## src/sv/sst_pkg.sv

```systemverilog
// sorted set table: shared types, constants and command codes
package sst_pkg;

  localparam int CAPACITY_DEF = 64;
  localparam int VALUE_W      = 32;
  localparam int POS_W        = 6;
  localparam int COUNT_W      = 7;

  typedef enum logic [1:0] {
    FUNC_LOOKUP = 2'd0,
    FUNC_ADD    = 2'd1,
    FUNC_REMOVE = 2'd2,
    FUNC_SPARE  = 2'd3
  } func_t;

  typedef struct packed {
    logic [1:0]                func;
    logic signed [VALUE_W-1:0] value;
  } cmd_t;

  typedef struct packed {
    logic               found;
    logic [POS_W-1:0]   position;
    logic [COUNT_W-1:0] count;
    logic               status;
  } res_t;

  // what one cell shows its neighbours
  typedef struct packed {
    logic                      valid;
    logic                      lt;
    logic signed [VALUE_W-1:0] entry;
  } link_t;

  // broadcast to every cell
  typedef struct packed {
    logic                      ins;
    logic                      rem;
    logic signed [VALUE_W-1:0] value;
  } op_t;

endpackage

```

## src/sv/sst_cell.sv

```systemverilog
// sorted set table: one storage cell of the ordered chain
module sst_cell (
  input  logic          clk,
  input  logic          rst,
  input  sst_pkg::op_t  op,
  input  sst_pkg::link_t left,
  input  sst_pkg::link_t right,
  output sst_pkg::link_t self,
  output logic          eq
);
  import sst_pkg::*;

  logic                      valid;
  logic signed [VALUE_W-1:0] entry;
  logic                      lt;

  assign lt   = valid && (entry < op.value);
  assign eq   = valid && (entry == op.value);
  assign self = '{valid: valid, lt: lt, entry: entry};

  // cells below the slot hold, the rest shift by one
  always_ff @(posedge clk) begin
    if (rst) begin
      valid <= 1'b0;
    end else if (op.ins && !lt) begin
      valid <= left.lt ? 1'b1 : left.valid;
    end else if (op.rem && !lt) begin
      valid <= right.valid;
    end
  end

  always_ff @(posedge clk) begin
    if (op.ins && !lt) begin
      entry <= left.lt ? op.value : left.entry;
    end else if (op.rem && !lt) begin
      entry <= right.entry;
    end
  end

endmodule

```

## config.mk

```make
export PLATFORM = sky130hd
export DESIGN_NAME = sst_cell
export DESIGN_NICKNAME = d
export VERILOG_FILES = /design/src/sv/sst_pkg.sv /design/src/sv/sst_cell.sv
export SDC_FILE = /design/constraint.sdc
export NUM_CORES = 1
export LEC_CHECK = 0
export ABC_AREA = 1
export BUFFER_PORTS_ARGS = -buffer_cell sky130_fd_sc_hd__clkbuf_2
export CORE_MARGIN = 2
export CORE_UTILIZATION = 48
export CTS_BUF_LIST = sky130_fd_sc_hd__clkbuf_8
export DETAILED_ROUTE_END_ITERATION = 12
export PLACE_DENSITY = 0.84
export SETUP_SLACK_MARGIN = 0.1
export SLEW_MARGIN = 20
export SYNTH_ARGS = -nofsm -noshare
export SYNTH_HDL_FRONTEND = slang
export SYNTH_SLANG_ARGS = --single-unit
```

## constraint.sdc

```tcl
create_clock -name clk -period 3.9 [get_ports clk]
set_clock_uncertainty 0.2 [all_clocks]
set_input_delay 0.195 -clock clk [delete_from_list [all_inputs] [get_ports clk]]
set_output_delay 0.195 -clock clk [all_outputs]
set_load 0.02 [all_outputs]
```

==> flow_results.org <==
** Detailed routing
- Using the TritonRoute via totals, the vias-per-cell ratio works out to 5.085.
- In the final routed layout, each cell accounts on average for 13.15 um.
- Wire length reported by the detailed router :: 7560 um
- Total iterations of the first detailed-routing run :: 4
- Detailed router's first-iteration violation count :: 105
- Antenna-violating nets left :: 0
- Total via count after detailed routing :: 2924
- After detailed routing, the number of remaining DRC violations is 0.

** Floorplanning
- Core Footprint :: 0.005507 mm2
- The initialized floorplan defines 27 standard-cell rows.
- The die is 79.56 um tall.
- Num ports :: 139
- The die covers 0.006329 mm2.
- Starting density of the core :: 49.76%
- Die Width :: 79.56 um

** Setup path
- In this run the worst path has a maximum fanout of 35.
- The critical path in this run is classified as flop to flop.
- In this design, the stage delay of the slowest critical-path cell is 430 ps.
- Series of cell instances along the critical path :: ha_1 > nand2_1 > nor2_2 > nand2_1 > nor4_2 > nand2_1 > nand2_1 > nand2_1 > nand3_2 > inv_4 > nor2_4 > buf_4
- Grouping stages by cell kind, the critical path spends the most delay in simple AND/OR/NAND/NOR gates.
- By instance count, the cell type seen most on the critical path is sky130_fd_sc_hd__nand2_1.
- Slowest CP cell :: sky130_fd_sc_hd__nor2_4
- CP endpoint kind :: flop
- Critical R2R Capture :: entry[20]
- Data on the critical path arrives at its endpoint at 2920 ps.
- The number of cells on the worst reg-to-reg path is 12.
- Buffers & Inverters on Critical Path :: 2
- Reg2Reg Setup Slack :: 750 ps
- The startpoint identified for the worst register-to-register timing path is entry[31].
- At the worst endpoint, the required time is 3670 ps.
- Startpoint types :: flop

** Outcome
- Run status :: completed

** CTS
- Number of H-tree branching levels :: 2
- Num CTS Buffers :: 5
- Counting along the longest clock path gives a buffer depth of 2.
- Clock latency on the worst-skew pair, taken at its later pin, is 280 ps.
- Clock-pin slew was measured on the worst setup and hold paths at 70 ps.
- Number of buffers added for setup after CTS :: 0
- Number of resized instances in the post-cts repair step :: 0
- TritonCTS built the clock tree.
- Hold-fix buffers, CTS :: 9
- CTS Sinks :: 33
- In this run the clock root is driven by a sky130_fd_sc_hd__clkbuf_8.

** Cells and area
- The post-route netlist has 30.22% of its cells at a drive strength greater than 1.
- Multi-input gate area :: 0.001479 mm2
- The finished layout holds 575 standard cells, fillers aside.
- Diodes inserted :: 0
- The sequential cells in the finished layout cover a total of 980.9 um2.
- Once layout is complete, the utilization of the core stands at 65.21%.
- The area growth from synthesis to layout is 31.05%.
- Counting the fill cells in the layout gives 490.
- Final net count :: 638

** Pwr
- Total power for the finished layout comes to 1.346 mW.
- Worst IR drop on VDD :: 0.2378 mV
- Pwr Density :: 374.9 mW/mm2
- Leakage power of the design :: 1.996 nW

** Synth
- In the post-synthesis netlist, the biggest area contributors are sky130_fd_sc_hd__edfxtp_1 (35%), sky130_fd_sc_hd__ha_1 (15%), sky130_fd_sc_hd__nand2_1 (14%), sky130_fd_sc_hd__a21oi_1 (8.4%), sky130_fd_sc_hd__inv_1 (5.9%).
- Instance count of the mapped netlist :: 366
- The netlist uses 27 different library cells.
- Count of warnings emitted by yosys :: 0
- Syn Nets :: 502
- Share of synthesized area occupied by flip-flops and latches :: 35.80%
- The most used flip-flop cell after synthesis is sky130_fd_sc_hd__edfxtp_1.
- For this run, asynchronously set or reset flops after synthesis account for 0%.
- Number of synthesized register bits :: 33
- Cell with the most instances after synthesis :: sky130_fd_sc_hd__nand2_1
- Count of flip-flops with a built-in enable after synthesis :: 32
- Post-synth top cells :: sky130_fd_sc_hd__nand2_1 (99), sky130_fd_sc_hd__a21oi_1 (46), sky130_fd_sc_hd__inv_1 (43)
- Of the post-synthesis cell area, the dominant cell type holds 35.07%.
- Cell type with the highest aggregate area in the netlist :: sky130_fd_sc_hd__edfxtp_1
- A synthesized cell averages 7.487 um2.
- The cell area that synthesis handed to floorplanning was 0.002740 mm2.

** Global routing
- Global-route wire length before repair :: 11910 um
- Overall overflow remaining after global route :: 0
- Global routing usage on met1 :: 25.43%
- The number of antenna violations at the first check in global routing is 0.
- The via count of the first global-routing pass came to 2808.
- Pin count of the biggest net entering global routing :: 65
- GR Util met3 :: 3.846%
- GR Util All Layers :: 23.75%
- Most heavily used metal layer in global routing :: met2
- Global routing used 47.39% of the available met2 tracks.

** Min path
- Class of the most critical hold timing path :: input pin to flop
- Along the worst hold path, the cell count comes to 3.
- In this run the most critical hold path is launched from right[21].
- Worst hold endpoint :: entry[21]

** Placed design
- Number of placed instances, taps included :: 558
- Port buffering added 137 buffers.
- After legalization and detailed placement, the total HPWL measured 5548 um.
- Final weighted congestion of routability-driven global placement :: 0.7863

** STA
- Final Hold Viols :: 0
- Final sum of negative setup slack :: 0 ps
- Worst hold-check slack :: 6.478 ps
- Max transition margin :: 27.37%
- Setup repair after global routing left no endpoint under its margin.
- For the pin with the worst max-slew slack, the measured transition is 1090 ps.
- Final critical delay including setup and external delays :: 3148 ps
- The worst path uses 80.71% of the clock period.
- Final count of pins violating max slew :: 0
- Setup violations remaining at the end of the flow were counted as 0.
- Timing-limited maximum frequency :: 0.3177 GHz

** Flow run
- Number of max-cap violations :: 0
## cell usage in the layout (no fill, tap or decap), drive strengths merged
| cell type | synthesis | routed |
|---|---|---|
| o21bai | 1 | 1 |
| inv | 44 | 46 |
| o211ai | 1 | 1 |
| dfxtp | 1 | 1 |
| dlygate4sd3 | 0 | 9 |
| edfxtp | 32 | 32 |
| nor3 | 2 | 2 |
| buf | 10 | 2 |
| a21o | 1 | 1 |
| nor2 | 44 | 44 |
| clkbuf | 8 | 142 |
| nand2 | 99 | 99 |
| nor4 | 1 | 1 |
| o21a | 2 | 2 |
| mux2 | 1 | 1 |
| nand4 | 2 | 2 |
| a21oi | 46 | 46 |
| nand3 | 4 | 4 |
| o21ai | 34 | 34 |
| and3 | 1 | 1 |
| ha | 32 | 32 |
## through the flow
stage / setup slack (ps) / instance area [um2]
5_1_grt: 563.1 / 3591
3_3_place_gp: 836.9 / 3411
2_1_floorplan: 165.4 / 2740
3_5_place_dp: 740.5 / 3411
6_report: 752.2 / 3591
4_1_cts: 732.0 / 3591
## sequential cells by signal (all words and copies together) (netlist names)
| name | flops |
|---|---|
| entry | 32 |
| valid | 1 |
## worst min-delay path, stage by stage
cell,delay [ps]
sky130_fd_sc_hd__clkbuf_2,70
sky130_fd_sc_hd__o21ai_1,60
sky130_fd_sc_hd__nand2_1,50
## per-layer routing
metal | up-vias | wire length [um] | part of all wire (%)
met4 | 0 | 60 | 0.79
met1 | 1313 | 3050 | 40
met5 | - | 0 | 0
met2 | 126 | 3960 | 52
li1 | 1477 | - | -
met3 | 8 | 489 | 6.5
## power by group
| group | internal, mW | switching, mW | total, mW |
|---|---|---|---|
| Sequential | 0.483 | 0.0413 | 0.524 |
| Clock | 0.139 | 0.122 | 0.261 |
| Combinational | 0.206 | 0.355 | 0.561 |
## area by class of cell
type	count	share of cell area (%)
sequential	33	27.32
multi-input combinational	271	41.18
clock inverter	2	0.2091
clock buffer	6	2.300
inverter	44	4.669
tap	72	2.509
timing repair buffer	147	21.81
## logic make-up (layout without fill, tap and decap cells)
family                     Yosys count  in the layout  synth area share, %
muxes                                1              1               0.4109
AOI/OAI and AO/OA                   85             85                15.98
DFF                                 33             33                35.80
buffers and inverters               62            199                10.50
and+or+nand+nor                    153            153                22.69
adders and majority gates           32             32                14.61
## worst max path at each step
stage               cells past startpoint   endpoint       from
floorplan                              12   entry[0]  entry[31]
global placement                       12  entry[27]  entry[31]
detailed placement                     12  entry[27]  entry[31]
CTS                                    12  entry[27]  entry[31]
global route                           12  entry[24]  entry[31]
finish                                 12  entry[20]  entry[31]
Note: power is estimated with default switching activity, not from simulation.
